$ cat src/design/json_string_unescape_top_macros.svh
// assertion macros shared by the json string unescape design
`ifndef JSON_STRING_UNESCAPE_TOP_MACROS_SVH
`define JSON_STRING_UNESCAPE_TOP_MACROS_SVH

`ifndef ASSERT_OFF
// plain property checked on clk_i, quiet during reset
`define JSU_ASSERT(label, prop, msg) \
  label: assert property (@(posedge clk_i) disable iff (!rst_ni) (prop)) else $error(msg);
// overlapping implication checked on clk_i, quiet during reset
`define JSU_ASSERT_IMPL(label, ante, cons, msg) \
  label: assert property (@(posedge clk_i) disable iff (!rst_ni) (ante) |-> (cons)) \
    else $error(msg);
// next-cycle implication checked on clk_i, quiet during reset
`define JSU_ASSERT_NEXT(label, ante, cons, msg) \
  label: assert property (@(posedge clk_i) disable iff (!rst_ni) (ante) |=> (cons)) \
    else $error(msg);
`else
`define JSU_ASSERT(label, prop, msg)
`define JSU_ASSERT_IMPL(label, ante, cons, msg)
`define JSU_ASSERT_NEXT(label, ante, cons, msg)
`endif

`endif

$ cat src/design/jsu_pkg.sv
// types, codes and helper functions of the json string unescape block
package jsu_pkg;

  localparam int unsigned PhaseW = 4;
  localparam int unsigned AccumW = 16;

  localparam logic [PhaseW-1:0] PH_SKIP = 4'd0;
  localparam logic [PhaseW-1:0] PH_STR  = 4'd1;
  localparam logic [PhaseW-1:0] PH_ESC  = 4'd2;
  localparam logic [PhaseW-1:0] PH_HEX0 = 4'd3;
  localparam logic [PhaseW-1:0] PH_HEX1 = 4'd4;
  localparam logic [PhaseW-1:0] PH_HEX2 = 4'd5;
  localparam logic [PhaseW-1:0] PH_HEX3 = 4'd6;
  localparam logic [PhaseW-1:0] PH_DONE = 4'd7;
  localparam logic [PhaseW-1:0] PH_ERR  = 4'd8;

  localparam logic [1:0] ST_BUSY = 2'd0;
  localparam logic [1:0] ST_OK   = 2'd1;
  localparam logic [1:0] ST_ERR  = 2'd2;

  localparam logic [7:0] CH_QUOTE = 8'h22;
  localparam logic [7:0] CH_BSLASH = 8'h5c;
  localparam logic [7:0] CH_SLASH = 8'h2f;
  localparam logic [7:0] CH_SPACE = 8'h20;
  localparam logic [7:0] CH_TAB = 8'h09;
  localparam logic [7:0] CH_LF = 8'h0a;
  localparam logic [7:0] CH_FF = 8'h0c;
  localparam logic [7:0] CH_CR = 8'h0d;
  localparam logic [7:0] CH_BS = 8'h08;
  localparam logic [7:0] CH_ASCII_MAX = 8'h7f;

  // one input request
  typedef struct packed {
    logic [7:0] text_char;
    logic       first_char;
    logic       last_char;
  } jsu_item_t;

  // one result request
  typedef struct packed {
    logic [7:0] out_byte;
    logic       byte_valid;
    logic [1:0] status;
  } jsu_result_t;

  // decoder state
  typedef struct packed {
    logic [PhaseW-1:0] phase;
    logic [AccumW-1:0] accum;
  } jsu_state_t;

  function automatic logic is_ws(input logic [7:0] c);
    return (c == CH_SPACE) || ((c >= CH_TAB) && (c <= CH_CR));
  endfunction

  // bit 4 set when c is not a hex digit, else the digit value
  function automatic logic [4:0] hex_val(input logic [7:0] c);
    logic [4:0] r;
    r = 5'h10;
    if (c >= 8'h30 && c <= 8'h39) r = {1'b0, c[3:0]};
    else if ((c >= 8'h61 && c <= 8'h66) || (c >= 8'h41 && c <= 8'h46))
      r = {1'b0, c[3:0] + 4'd9};
    return r;
  endfunction

endpackage

$ cat src/design/json_string_unescape_top.sv
// top level of the json string unescape block: input register, decoder, result register
// a text byte is held in the input register, decoded, and its result held in the result register
// throughput: one text byte per cycle, one result per byte, while the result receiver does not stall;
//   the decoder state loop closes through the phase and hex accumulator registers
// reset: rst_ni low clears both stage valids and puts the decoder in whitespace skip
`include "json_string_unescape_top_macros.svh"

module json_string_unescape_top import jsu_pkg::*; (
  input  logic       clk_i,
  input  logic       rst_ni,
  // text byte channel
  input  logic       in_valid_i,
  output logic       in_stall_o,
  input  logic [7:0] text_char_i,
  input  logic       first_char_i,
  input  logic       last_char_i,
  // decoded result channel
  output logic       out_valid_o,
  input  logic       out_stall_i,
  output logic [7:0] out_byte_o,
  output logic       byte_valid_o,
  output logic [1:0] status_o
);

  // input register stage
  logic        s1_valid_q;
  jsu_item_t   s1_item_q;
  // result register stage
  logic        s2_valid_q;
  jsu_result_t s2_result_q;
  // decoder state, updated once per request that moves into the result stage
  jsu_state_t  state_q;
  jsu_state_t  state_d;
  jsu_result_t result_d;

  logic s2_ready;
  logic s1_ready;
  logic s1_adv;
  logic in_take;

  // result stage frees up when empty or when its request leaves this cycle
  assign s2_ready = !s2_valid_q || !out_stall_i;
  // input stage frees up when empty or when its request moves on
  assign s1_adv   = s1_valid_q && s2_ready;
  assign s1_ready = !s1_valid_q || s2_ready;
  assign in_stall_o = !s1_ready;
  assign in_take  = in_valid_i && s1_ready;

  jsu_decode u_decode (
    .state_i  (state_q),
    .item_i   (s1_item_q),
    .state_o  (state_d),
    .result_o (result_d)
  );

  // valids and decoder state
  always_ff @(posedge clk_i or negedge rst_ni) begin
    if (!rst_ni) begin
      s1_valid_q    <= 1'b0;
      s2_valid_q    <= 1'b0;
      state_q.phase <= PH_SKIP;
      state_q.accum <= '0;
    end else begin
      if (s1_ready) s1_valid_q <= in_valid_i;
      if (s2_ready) s2_valid_q <= s1_valid_q;
      if (s1_adv) state_q <= state_d;
    end
  end

  // payload registers
  always_ff @(posedge clk_i) begin
    if (in_take) begin
      s1_item_q.text_char  <= text_char_i;
      s1_item_q.first_char <= first_char_i;
      s1_item_q.last_char  <= last_char_i;
    end
    if (s1_adv) s2_result_q <= result_d;
  end

  assign out_valid_o  = s2_valid_q;
  assign out_byte_o   = s2_result_q.out_byte;
  assign byte_valid_o = s2_result_q.byte_valid;
  assign status_o     = s2_result_q.status;

  // a decoded byte is only ever reported while the string is still open
  `JSU_ASSERT_IMPL(a_byte_only_busy, s2_valid_q && s2_result_q.byte_valid,
                   s2_result_q.status == ST_BUSY, "decoded byte with final status")
  // an error result carries no byte
  `JSU_ASSERT_IMPL(a_err_no_byte, s2_valid_q && s2_result_q.status == ST_ERR,
                   !s2_result_q.byte_valid && s2_result_q.out_byte == 8'h00,
                   "error result carries a byte")
  // once closed, later bytes without a restart keep reporting success
  `JSU_ASSERT_NEXT(a_done_sticky, s1_adv && state_q.phase == PH_DONE && !s1_item_q.first_char,
                   s2_valid_q && s2_result_q.status == ST_OK, "closed string lost its status")
  // the state only moves when a request moves into the result stage
  `JSU_ASSERT_NEXT(a_state_hold, !s1_adv, $stable(state_q), "decoder state moved without request")

endmodule

$ cat src/design/jsu_decode.sv
// next-state and result logic for one text byte
module jsu_decode import jsu_pkg::*; (
  input  jsu_state_t  state_i,
  input  jsu_item_t   item_i,
  output jsu_state_t  state_o,
  output jsu_result_t result_o
);

  logic [PhaseW-1:0] ph_cur;
  logic [PhaseW-1:0] ph_nxt;
  logic [AccumW-1:0] acc_cur;
  logic [AccumW-1:0] acc_nxt;
  logic [AccumW-1:0] acc_shift;
  logic [4:0]        digit;
  logic [7:0]        c;
  logic [7:0]        emit;
  logic              valid;
  logic              hex_last;

  always_comb begin
    c         = item_i.text_char;
    ph_cur    = item_i.first_char ? PH_SKIP : state_i.phase;
    acc_cur   = item_i.first_char ? '0 : state_i.accum;
    ph_nxt    = ph_cur;
    acc_nxt   = acc_cur;
    emit      = '0;
    valid     = 1'b0;
    digit     = hex_val(c);
    acc_shift = {acc_cur[AccumW-5:0], digit[3:0]};
    hex_last  = (ph_cur == PH_HEX3);

    unique case (ph_cur)
      PH_SKIP: begin
        if (is_ws(c)) ph_nxt = PH_SKIP;
        else if (c == CH_QUOTE) ph_nxt = PH_STR;
        else ph_nxt = PH_ERR;
      end
      PH_STR: begin
        if (c == CH_QUOTE) ph_nxt = PH_DONE;
        else if (c < CH_SPACE) ph_nxt = PH_ERR;
        else if (c == CH_BSLASH) ph_nxt = PH_ESC;
        else begin
          emit  = c;
          valid = 1'b1;
        end
      end
      PH_ESC: begin
        ph_nxt = PH_STR;
        valid  = 1'b1;
        unique case (c)
          CH_QUOTE:  emit = CH_QUOTE;
          CH_BSLASH: emit = CH_BSLASH;
          CH_SLASH:  emit = CH_SLASH;
          8'h62:     emit = CH_BS;
          8'h66:     emit = CH_FF;
          8'h6e:     emit = CH_LF;
          8'h72:     emit = CH_CR;
          8'h74:     emit = CH_TAB;
          8'h75: begin
            valid   = 1'b0;
            ph_nxt  = PH_HEX0;
            acc_nxt = '0;
          end
          default: begin
            valid  = 1'b0;
            ph_nxt = PH_ERR;
          end
        endcase
      end
      PH_HEX0, PH_HEX1, PH_HEX2, PH_HEX3: begin
        if (digit[4]) ph_nxt = PH_ERR;
        else begin
          acc_nxt = acc_shift;
          if (!hex_last) ph_nxt = ph_cur + 4'd1;
          else if (acc_shift > {8'h00, CH_ASCII_MAX}) ph_nxt = PH_ERR;
          else begin
            emit   = acc_shift[7:0];
            valid  = 1'b1;
            ph_nxt = PH_STR;
          end
        end
      end
      PH_DONE: ph_nxt = PH_DONE;
      default: ph_nxt = PH_ERR;
    endcase

    // text that runs out before the closing quote
    if (item_i.last_char && ph_nxt != PH_DONE && ph_nxt != PH_ERR) ph_nxt = PH_ERR;

    if (ph_nxt == PH_DONE) result_o.status = ST_OK;
    else if (ph_nxt == PH_ERR) result_o.status = ST_ERR;
    else result_o.status = ST_BUSY;
    if (ph_nxt == PH_ERR) valid = 1'b0;

    result_o.byte_valid = valid;
    result_o.out_byte   = valid ? emit : '0;
    state_o.phase       = ph_nxt;
    state_o.accum       = acc_nxt;
  end

endmodule

$ cat config.mk
export PLATFORM = sky130hd
export DESIGN_NAME = json_string_unescape_top
export DESIGN_NICKNAME = d
export VERILOG_FILES = /design/src/design/jsu_pkg.sv /design/src/design/json_string_unescape_top.sv /design/src/design/jsu_decode.sv
export VERILOG_INCLUDE_DIRS = /design/src /design/src/design
export SDC_FILE = /design/constraint.sdc
export NUM_CORES = 1
export LEC_CHECK = 0
export ABC_AREA = 1
export BUFFER_PORTS_ARGS = -buffer_cell sky130_fd_sc_hd__buf_2
export CORE_MARGIN = 5
export CORE_UTILIZATION = 49
export DETAILED_ROUTE_END_ITERATION = 10
export GPL_TIMING_DRIVEN = 1
export HOLD_SLACK_MARGIN = 0.08
export PLACE_DENSITY = 0.68
export SLEW_MARGIN = 20
export SYNTH_ARGS = -nofsm -noshare
export SYNTH_HDL_FRONTEND = slang
export SYNTH_SLANG_ARGS = --single-unit
$ cat constraint.sdc
create_clock -name clk_i -period 2.95 [get_ports clk_i]
set_clock_uncertainty 0.2 [all_clocks]
set_input_delay 0 -clock clk_i [delete_from_list [all_inputs] [get_ports clk_i]]
set_output_delay 0 -clock clk_i [all_outputs]
set_load 0.02 [all_outputs]
==> results by group, run 1 <==
Logic synthesis
  – Yosys warns: 0
  – Syn Inst Count: 353
  – FFs w/ async S/R, synth: 0.462
  – Distinct cells, synth: 38
  – Synth area leaders: edfxtp_1 24%, dfrtp_1 17%, nand2_1 10%
  – Most area-hungry cell type in the Yosys netlist: edfxtp_1
  – Synth Cell Area: 2680 µm²
  – Synthesized area per cell: 7.60 µm²
  – Synthesized flop and latch total: 39
  – Syn Nets: 372
  – Most used flip-flop cell after synthesis: edfxtp_1
  – EDFF count, synth: 21
  – Top-area cell type share of the netlist area: 0.235
  – Seq/Total Area, Yosys: 0.403

Floorplanning
  – Placeable Area: 5410 µm²
  – Die width: 84.0 µm
  – # rows: 27
  – I/O pins: 27
  – Die footprint: 7050 µm²
  – Starting Density: 0.496
  – Die span in y: 84.0 µm

Clock tree
  – Post-CTS Resized: 0
  – Hold-fix buffers, CTS: 16
  – Clock Latency Late Sink: 0.30 ns
  – CTS tree: yes
  – H-tree Lvls: 2
  – TritonCTS Buffers: 5
  – CTS clock-pin slew for the worst setup and hold paths: 0.07 ns
  – Clk root buf: clkbuf_8
  – Clk sinks: 39
  – Post-CTS setup buffers: 0
  – Max clock buf depth: 2

Global routing
  – Met1 Track Usage GR: 0.248
  – Vias in the first global route: 2286
  – Routing usage on met3: 0.0336
  – Global route overflow: 0
  – Antenna violations before repair: 0
  – GR peak layer: met2
  – Largest net degree at the start of global routing: 25
  – Global-route wire length before repair: 10.5 mm
  – Met2 Use GR: 0.293
  – Gr usage total: 0.181

Worst setup path
  – Critical Path Most Common Cell: nand2_1
  – Cell Chain, Critical Path: inv_1, ha_1, nor2_1, nand2_1, nand3_1, nand2_1, inv_1, nor2_1, nand2_1, nand2_1, nand4_4, nor2_2
  – Crit. End Element: register
  – Crit Path Max Fanout: 9
  – Worst path arrival time: 2.49 ns
  – Startpoint Class: register
  – CP delay by family, top: simple AND/OR/NAND/NOR gates
  – Critical Path Source: s1_item_q[3]
  – FF-to-FF Start: s1_item_q[3]
  – Slowest CP cell: edfxtp_1
  – Critical Path RT: 2.90 ns
  – Peak per-stage delay on the critical path: 0.46 ns
  – Critical path type: register to register
  – Bufs and invs on worst path: 2

STA
  – Final worst-path cycle share: 0.860
  – Final Hold Vio Count: 0
  – RSZ-0062 raised after global routing: false
  – Max_slew headroom: 0.449
  – Setup tns final: 0 ns
  – Measured slew at the worst slew-check pin: 0.824 ns
  – Hold slack: 0.213 ns
  – Final worst slack: 0.413 ns
  – # setup viols final: 0
  – Max Transition Viols Final: 0
  – Peak Freq: 394 MHz
  – Tmin final: 2.54 ns

Route
  – Routed length per instance: 12.8 µm
  – Avg Vias per Cell: 5.16
  – Antenna-violating nets left: 0
  – DRC Markers: 0
  – Drt first pass iters: 4
  – Routed Wire Length: 5.98 mm
  – Iter 0 DRT Violations: 167
  – Vias: 2414

Min path
  – Hold path start: text_char_i[0]
  – Min-delay worst type: input port to register

Placed design
  – Pre-CTS setup slack: 0.446 ns
  – Dpl hpwl: 4.50 mm
  – Global placement routability congestion: 0.941
  – IO buf count: 26
  – Dpl cells: 444

Layout
  – Layout Cells excl Fill: 468
  – Nets: 414
  – FILL cells: 520
  – Layout cell share with drive strength beyond 1: 0.177
  – Final core utilization: 0.574
  – P&R area growth vs syn: 15.6%
  – # diodes: 0

Power
  – PD cells: 463 nW/µm²
  – LEAKAGE: 1.47 nW
  – Worst vdd ir: 0.225 mV

Run status
  – Status: completed

Run
  – Max-capacitance violation count: 0
routing by layer:
layer | routed length (µm) | vias to the layer above
met4 | 72 | 0
met5 | 0 | -
li1 | - | 1239
met1 | 2730 | 1081
met2 | 2770 | 88
met3 | 406 | 6
kinds of logic (layout without fill, tap and decap cells):
logic type / count (synthesis) / in the layout / synth area share
mux: 1 / 1 / 0.00373
fa+ha+maj: 5 / 5 / 0.0233
xor+xnor: 2 / 2 / 0.00653
compound gates: 63 / 63 / 0.135
buf+inv: 61 / 104 / 0.0970
simple gates: 182 / 182 / 0.332
flops: 39 / 39 / 0.403
synthesized netlist by cell type, types with 2 or more instances:
master	instances
nand3_2	2
nand4_1	6
edfxtp_1	21
buf_2	3
dfrtp_1	18
a21oi_1	28
ha_1	5
o21ai_0	16
o21ai_2	2
xor2_1	2
nor2_2	10
inv_2	3
inv_1	48
nand2_2	7
a31oi_1	2
o211ai_1	2
clkbuf_1	3
nor2_1	51
a22oi_1	6
nand4_4	2
nand2_4	3
a211oi_1	2
nor3_1	3
nand3_1	18
o22ai_1	2
nand2_1	73
nor2_4	4
worst paths after layout:
| check | endpoint | slack (ns) | cells after the start |
|---|---|---|---|
| setup / recovery | out_byte_o[4] | 0.41 | 12 |
| hold / removal | s1_item_q[2] | 0.21 | 2 |
| setup reg to reg | out_byte_o[4] | 0.41 | 12 |
| hold reg to reg | out_valid_o | 0.27 | 2 |
| max in group asynchronous | state_q[1] | 1.36 | 3 |
| min in group asynchronous | state_q[11] | 0.67 | 3 |
cell usage in the layout, fill, tap and decap left out, types with 3 or more instances in the layout:
| cell | netlist | layout |
|---|---|---|
| nor2_4 | 4 | 4 |
| nor2_2 | 10 | 11 |
| inv_2 | 3 | 3 |
| dlygate4sd3_1 | 0 | 16 |
| nand4_1 | 6 | 6 |
| nor2_1 | 51 | 50 |
| buf_2 | 3 | 26 |
| a22oi_1 | 6 | 6 |
| ha_1 | 5 | 5 |
| inv_1 | 48 | 48 |
| edfxtp_1 | 21 | 21 |
| o21ai_0 | 16 | 16 |
| nand2_2 | 7 | 7 |
| nand2_4 | 3 | 3 |
| nor3_1 | 3 | 3 |
| dfrtp_1 | 18 | 18 |
| a21oi_1 | 28 | 28 |
| nand2_1 | 73 | 73 |
| clkbuf_8 | 0 | 5 |
| nand3_1 | 18 | 18 |
power by group:
group	internal, mW	switching [mW]	leakage [nW]	total (mW)
clock network	0.166	0.181	0.0422	0.346
registers	0.662	0.0563	0.419	0.719
logic	0.134	0.236	1.00	0.370
area by class of cell:
cell class,instances,area [µm²],share of cell area
well taps,72,90.1,0.0290
clock inverters,1,5.00,0.00161
multi-input cells,253,1340,0.433
flip-flops and latches,39,1080,0.349
inverters,52,200,0.0645
repair buffers,44,305,0.0984
clock buffers,7,76.3,0.0246
state kept, by name, summed over array words and instances (netlist names):
name          count
state_q          16
s1_item_q        10
out_byte_o        8
status_o          2
byte_valid_o      1
out_valid_o       1
s1_valid_q        1
metrics by stage:
step           cell area [µm²]  power [mW]
6_report                  3100        1.44
5_1_grt                   3100        1.53
4_1_cts                   3100        1.44
3_5_place_dp              2860        1.08
3_3_place_gp              2860        1.08
2_1_floorplan             2680       0.998
Power figures use the tool's default switching activity.
==> run 2: changes to the inputs <==
ABC_AREA = unset   (was 1)
CORE_MARGIN = unset   (was 5)
PLACE_DENSITY = 0.69   (was 0.68)
==> run 2 against run 1 <==
Register-to-register slack got worse by 0.29 ns. Global-route usage increased by 6.1 points. Count of clock-buffer cells in the layout decreased by 1. Sequential share of layout area increased by 2.5 points. Critical path type unchanged. Final area decreased by 6.7%. Clock power increased by 19%. Maximum frequency decreased by 10%. Non-clock buffer count increased by 21. Routed wire length decreased by 7.2%. Worst setup slack got worse by 0.29 ns. Critical endpoint is now out_byte_o[6]. Sequential power decreased by 11%.
==> results by group, run 2 <==
Run status
  – Status: completed

Worst setup path
  – Reg2Reg Depth: 8 (-4)
  – Worst R2R End: out_byte_o[6]
  – Crit. End Element: register
  – Critical Path RT: 2.89 ns (about the same)
  – CP delay by family, top: compound AO/OA/AOI/OAI gates
  – FF-to-FF Start: s1_item_q[2]
  – Startpoint Class: register
  – Cell Chain, Critical Path: inv_1, ha_1, nor3b_1, or4_4, a22oi_2, o221ai_2, a2111o_1, a31oi_1
  – Peak per-stage delay on the critical path: 0.46 ns (about the same)
  – Critical path type: register to register
  – Worst path arrival time: 2.77 ns (+0.28 ns)
  – Bufs and invs on worst path: 1 (-1)
  – Slowest CP cell: or4_4
  – Crit Path Max Fanout: 9 (unchanged)
  – Register-to-register setup slack: 0.12 ns (-0.29 ns)

Layout
  – Sequential cell area: 1080 µm² (unchanged)
  – Layout cell share with drive strength beyond 1: 0.245 (+0.0681)
  – FILL cells: 355 (-32%)
  – Most frequent cells in the layout: 26 x buf_2, 24 x buf_4, 21 x edfxtp_1, 20 x nand2_1, 20 x nor2_1
  – Area of the multi-input gates: 1150 µm² (-15%)
  – P&R area growth vs syn: 26.0%
  – Most common cell after layout, fill and taps aside: buf_2
  – Largest Register: state_q
  – Max FFs per register: 16 (unchanged)
  – Nets: 312 (-25%)
  – # diodes: 0 (unchanged)

STA
  – RSZ-0062 raised after global routing: true
  – Final worst slack: 0.124 ns (-0.289 ns)
  – Max_slew headroom: 0.480 (+0.0311)
  – Tmin final: 2.83 ns (+0.289 ns)
  – Final worst-path cycle share: 0.958 (+0.0979)
  – Max Transition Viols Final: 0 (unchanged)
  – # setup viols final: 0 (unchanged)
  – Peak Freq: 354 MHz (-10%)
  – Measured slew at the worst slew-check pin: 0.777 ns (-0.0465 ns)
  – Final Hold Vio Count: 0 (unchanged)

Global routing
  – Vias in the first global route: 1940 (-15%)
  – Global route overflow: 0 (unchanged)
  – Gr usage total: 0.242 (+0.0608)
  – Antenna violations before repair: 0 (unchanged)
  – Global-route wire length before repair: 9.29 mm (-12%)
  – Largest net degree at the start of global routing: 21 (-16%)

Logic synthesis
  – Commonest cells in the netlist: 21 x edfxtp_1, 21 x nor2_1, 20 x nand2_1, 18 x dfrtp_1, 14 x nor3_1
  – Synthesized area per cell: 9.94 µm² (+31%)
  – Syn Inst Count: 231 (-35%)
  – FFs w/ async S/R, synth: 0.462 (unchanged)
  – Most used flip-flop cell after synthesis: edfxtp_1
  – EDFF count, synth: 21 (unchanged)
  – Yosys warns: 0 (unchanged)
  – Top-area cell type share of the netlist area: 0.275 (+0.0396)
  – Seq/Total Area, Yosys: 0.471 (+0.0679)
  – Distinct cells, synth: 55 (+45%)
  – Syn Nets: 250 (-33%)
  – Synth Cell Area: 2300 µm² (-14%)
  – Most area-hungry cell type in the Yosys netlist: edfxtp_1
  – Synthesized flop and latch total: 39 (unchanged)
  – Synth area leaders: edfxtp_1 27%, dfrtp_1 20%, a22o_1 4.2%

Floorplanning
  – # rows: 24 (-11%)
  – Starting Density: 0.520 (+0.0238)
  – Die footprint: 4960 µm² (-30%)
  – Die span in y: 70.5 µm (-16%)
  – Placeable Area: 4410 µm² (-18%)
  – I/O pins: 27 (unchanged)
  – Die width: 70.5 µm (-16%)

Power
  – Power share of the sequential group: 0.508 (+0.007)
  – PD cells: 436 nW/µm² (-5.9%)
  – LEAKAGE: 1.16 nW (-21%)
  – Comb power frac: 0.166 (-0.092)
  – P_sw: 0.343 mW (-27%)
  – Int Power: 0.917 mW (-4.7%)
  – Clock share of power: 0.326 (+0.085)
  – Sw frac: 0.272 (-0.0572)
  – Total Power: 1.26 mW (-12%)
  – Worst vdd ir: 0.287 mV (+28%)

Min path
  – Hold path start: text_char_i[5]
  – WHS Path Cells: 2 (unchanged)
  – Min-delay worst type: input port to register
  – Hold path endpoint: s1_item_q[7]

Placed design
  – IO buf count: 26 (unchanged)
  – Pre-CTS setup slack: 0.149 ns (-0.297 ns)
  – Dpl hpwl: 4.12 mm (-8.4%)
  – Global placement routability congestion: 0.916 (-2.6%)

Clock tree
  – Clk sinks: 39 (unchanged)
  – TritonCTS Buffers: 5 (unchanged)
  – Clk root buf: clkbuf_8
  – H-tree Lvls: 2 (unchanged)
  – Clock Latency Late Sink: 0.30 ns (about the same)
  – Max clock buf depth: 2 (unchanged)
  – Post-CTS setup buffers: 0 (unchanged)
  – CTS clock-pin slew for the worst setup and hold paths: 0.08 ns (about the same)
  – CTS tree: yes

Route
  – Antenna-violating nets left: 0 (unchanged)
  – Routed Wire Length: 5.55 mm (-7.2%)
  – Iter 0 DRT Violations: 97 (-42%)
  – Routed length per instance: 16.0 µm (+25%)
  – DRC Markers: 0 (unchanged)
  – Drt first pass iters: 5 (+1)
  – Vias: 2026 (-16%)
  – Avg Vias per Cell: 5.86 (+14%)

Run
  – Max-capacitance violation count: 0 (unchanged)
## run 2: cell count changes in the layout (fill, tap and decap cells not counted), sizes merged, moves of 13 or more
| cell | change |
|---|---|
| nor2 | -44 |
| a21oi | -16 |
| buf | +22 |
| nand2 | -64 |
| inv | -44 |
| nand3 | -13 |
## run 2: worst register-to-register path, delay by kind of cell (launching register included)
family | cells | cell delay, ns
AO/OA/AOI/OAI | 4 | 1.01
adder cells (fa/ha/maj) | 1 | 0.25
buffers and inverters | 1 | 0.11
flip-flops | 1 | 0.45
AND/OR/NAND/NOR | 2 | 0.65
## run 2: repair_timing
item                       in CTS  in global routing
resized for setup               0                  5
hold endpoints to repair       33                  0
setup endpoints to repair       0                  8
hold buffers                   15                  0
## run 2: logic make-up after synthesis
group           count (synthesis)  synth area share
compound gates                 60             0.190
xor+xnor                        3            0.0114
fa+ha+maj                       5            0.0272
buf+inv                        18            0.0398
flops                          39             0.471
mux                             2            0.0109
simple gates                  104             0.250
## run 2: worst max path at each step
stage | startpoint | end | slack (ns) | cells after the start
2_1_floorplan | s1_item_q[2] | state_q[2] | 0.20 | 9
3_3_place_gp | s1_item_q[2] | out_byte_o[6] | 0.19 | 8
3_5_place_dp | s1_item_q[9] | out_byte_o[6] | 0.15 | 6
4_1_cts | s1_item_q[9] | out_byte_o[6] | 0.13 | 6
5_1_grt | s1_item_q[2] | out_byte_o[6] | -0.01 | 8
6_report | s1_item_q[2] | out_byte_o[6] | 0.12 | 8
## run 2: area by class of cell
type / count / area share
multi-input combinational: 174 / 0.397
sequential: 39 / 0.374
timing repair buffer: 65 / 0.159
clock buffer: 6 / 0.0324
tap: 52 / 0.0225
inverter: 8 / 0.0104
clock inverter: 2 / 0.00476
## run 2: routing by layer
| layer | wire (µm) | global-route usage |
|---|---|---|
| met5 | 0 | 0 |
| met4 | 103 | 0.102 |
| met3 | 313 | 0.0418 |
| met2 | 2540 | 0.381 |
| met1 | 2590 | 0.327 |
## run 2: power groups by stage
stage	clock [mW]	sequential, mW	combinational [mW]
after floorplan	0	0.654	0.115
after global placement	0	0.649	0.189
after detailed placement	0	0.650	0.189
after CTS	0.419	0.638	0.205
after global routing	0.442	0.644	0.228
final	0.411	0.640	0.209
## run 2: metrics by stage
stage | std cells | area (µm²) | util | setup TNS, ns | hold WS [ns]
2_1_floorplan | 231 | 2300 | - | 0 | -0.496
3_3_place_gp | 323 | 2610 | 0.591 | 0 | -0.253
3_5_place_dp | 323 | 2610 | 0.591 | 0 | -0.248
4_1_cts | 346 | 2870 | 0.650 | 0 | 0.194
5_1_grt | 346 | 2890 | 0.655 | -0.0136 | 0.209
6_report | 346 | 2890 | 0.655 | 0 | 0.207
==> run 3: changes to the inputs <==
PLACE_DENSITY = 0.73   (was 0.69)
==> run 3 against run 2 <==
Count of clock-buffer cells in the layout rose by 2. Routed wire length rose by 0.76%. Non-clock buffer count fell by 6. Largest cell class unchanged. Largest power group unchanged. Final cell count fell by 1.7%.
==> results by group, run 3 (synthesis gave the netlist of run 2 again) <==
Clock tree
  – Clk root buf: clkbuf_8
  – Post-CTS setup buffers: 0 (unchanged)
  – CTS clock-pin slew for the worst setup and hold paths: 0.07 ns (about the same)
  – CTS tree: yes
  – H-tree Lvls: 2 (unchanged)
  – TritonCTS Buffers: 5 (unchanged)
  – Max clock buf depth: 2 (unchanged)
  – Clock Latency Late Sink: 0.30 ns (about the same)
  – Clk sinks: 39 (unchanged)

STA
  – Measured slew at the worst slew-check pin: 0.794 ns (+0.0168 ns)
  – # setup viols final: 0 (unchanged)
  – Tmin final: 2.84 ns (+0.0188 ns)
  – Setup tns final: 0 ns (unchanged)
  – Final Hold Vio Count: 0 (unchanged)
  – RSZ-0062 raised after global routing: false
  – Peak Freq: 352 MHz (-0.66%)
  – Max_slew headroom: 0.469 (-0.0113)
  – Final worst-path cycle share: 0.964 (+0.00637)
  – Max Transition Viols Final: 0 (unchanged)

Power
  – PD cells: 457 nW/µm² (+4.9%)
  – Worst vdd ir: 0.296 mV (+3.1%)
  – LEAKAGE: 1.12 nW (-3.0%)

Floorplanning
  – Die span in y: 70.5 µm (unchanged)
  – Die footprint: 4960 µm² (unchanged)
  – I/O pins: 27 (unchanged)
  – Starting Density: 0.520 (unchanged)
  – Placeable Area: 4410 µm² (unchanged)
  – # rows: 24 (unchanged)
  – Die width: 70.5 µm (unchanged)

Route
  – Routed Wire Length: 5.59 mm (+0.76%)
  – Routed length per instance: 16.5 µm (+2.5%)
  – Vias: 2029 (+0.15%)
  – Met3 wire len: 330 µm (+5.4%)
  – Avg Vias per Cell: 5.97 (+1.9%)
  – Highest Signal Layer: met4
  – Iter 0 DRT Violations: 157 (+62%)
  – DRT met1 WL: 2.49 mm (-3.8%)
  – Met2 wire length: 2.63 mm (+3.2%)
  – DRC Markers: 0 (unchanged)
  – Drt first pass iters: 4 (-1)
  – Antenna-violating nets left: 0 (unchanged)

Worst setup path
  – Critical Path Source: s1_item_q[9]
  – Crit path to: out_byte_o[2]
  – Worst path arrival time: 2.78 ns (about the same)
  – Slowest CP cell: or4_4
  – Crit. End Element: register
  – Peak per-stage delay on the critical path: 0.55 ns (+0.09 ns)
  – Register-to-register setup slack: 0.11 ns (-0.02 ns)
  – Crit Path Max Fanout: 9 (unchanged)
  – Critical path type: register to register
  – Startpoint Class: register
  – Cell Chain, Critical Path: or3b_1, or4_4, a22oi_2, o221ai_2, a2111o_1, a21oi_1
  – Reg2Reg Depth: 6 (-2)
  – Critical Path RT: 2.89 ns (about the same)
  – FF-to-FF Start: s1_item_q[9]
  – Worst R2R End: out_byte_o[2]

Global routing
  – Global route overflow: 0 (unchanged)
  – Gr usage total: 0.239 (-0.00230)
  – Antenna violations before repair: 0 (unchanged)
  – Largest net degree at the start of global routing: 25 (+19%)
  – Global-route wire length before repair: 9.16 mm (-1.4%)
  – Vias in the first global route: 1939 (-0.052%)

Run
  – Max-capacitance violation count: 0 (unchanged)

Placed design
  – Global placement routability congestion: 0.915 (-0.16%)
  – Dpl hpwl: 4.12 mm (about the same)
  – IO buf count: 26 (unchanged)

Layout
  – Final core utilization: 0.644 (-0.0111)
  – Max FFs per register: 16 (unchanged)
  – Layout cell share with drive strength beyond 1: 0.215 (-0.0296)
  – Largest Register: state_q
  – Most frequent cells in the layout: 26 x buf_2, 21 x nor2_1, 21 x edfxtp_1, 20 x nand2_1
  – P&R area growth vs syn: 23.9%
  – FILL cells: 369 (+3.9%)
  – # diodes: 0 (unchanged)
  – Nets: 306 (-1.9%)
  – Most common cell after layout, fill and taps aside: buf_2

Min path
  – Min-delay worst type: input port to register

Run status
  – Status: completed
-- run 3: report_power, final --
group / internal [mW] / switching [mW]
clock: 0.270 / 0.186
combinational: 0.0868 / 0.117
sequential: 0.608 / 0.0309
-- run 3: final cells by class --
cell class / count / area [µm²] / area share
Multi-Input combinational cell: 174 / 1130 / 0.397
Sequential cell: 39 / 1080 / 0.380
Tap cell: 52 / 65.1 / 0.0229
Clock buffer: 8 / 123 / 0.0431
Inverter: 8 / 30.0 / 0.0106
Timing Repair Buffer: 59 / 415 / 0.146
-- run 3: worst min path at each step --
stage / startpoint / endpoint / cells after the start
CTS: first_char_i / s1_item_q[1] / 2
detailed placement: rst_ni / state_q[17] / 1
global route: first_char_i / s1_item_q[1] / 2
finish: text_char_i[5] / s1_item_q[7] / 2
global placement: rst_ni / state_q[18] / 1
floorplan: rst_ni / out_valid_o / 0
-- run 3: timing repair --
item / 4_1_cts / 5_1_grt
endpoints found under the setup margin: 0 / 8
gates resized for setup: 0 / 1
hold buffers: 15 / 0
hold endpoints to repair: 30 / 0
-- run 3: per-stage QoR --
stage / hold slack [ns] / cells / area (µm²) / setup WS (ns) / total power [mW]
final: 0.217 / 340 / 2840 / 0.106 / 1.30
after global routing: 0.214 / 340 / 2840 / 0.000317 / 1.35
after CTS: 0.208 / 340 / 2840 / 0.114 / 1.31
after detailed placement: -0.248 / 317 / 2560 / 0.134 / 0.835
after global placement: -0.255 / 317 / 2560 / 0.178 / 0.833
after floorplan: -0.496 / 231 / 2300 / 0.200 / 0.769
-- run 3: worst max-delay path: cells and delay by family, from the launching register on --
family	cells	cell delay [ns]
AND/OR/NAND/NOR	2	1.03
AO/OA/AOI/OAI	4	1.00
flip-flops	1	0.45
-- run 3: metal layers --
| metal | vias to the layer above | global-route usage |
|---|---|---|
| met1 | 946 | 0.305 |
| met2 | 79 | 0.388 |
| met4 | 0 | 0.104 |
| li1 | 987 | - |
| met3 | 17 | 0.0534 |
| met5 | - | 0 |
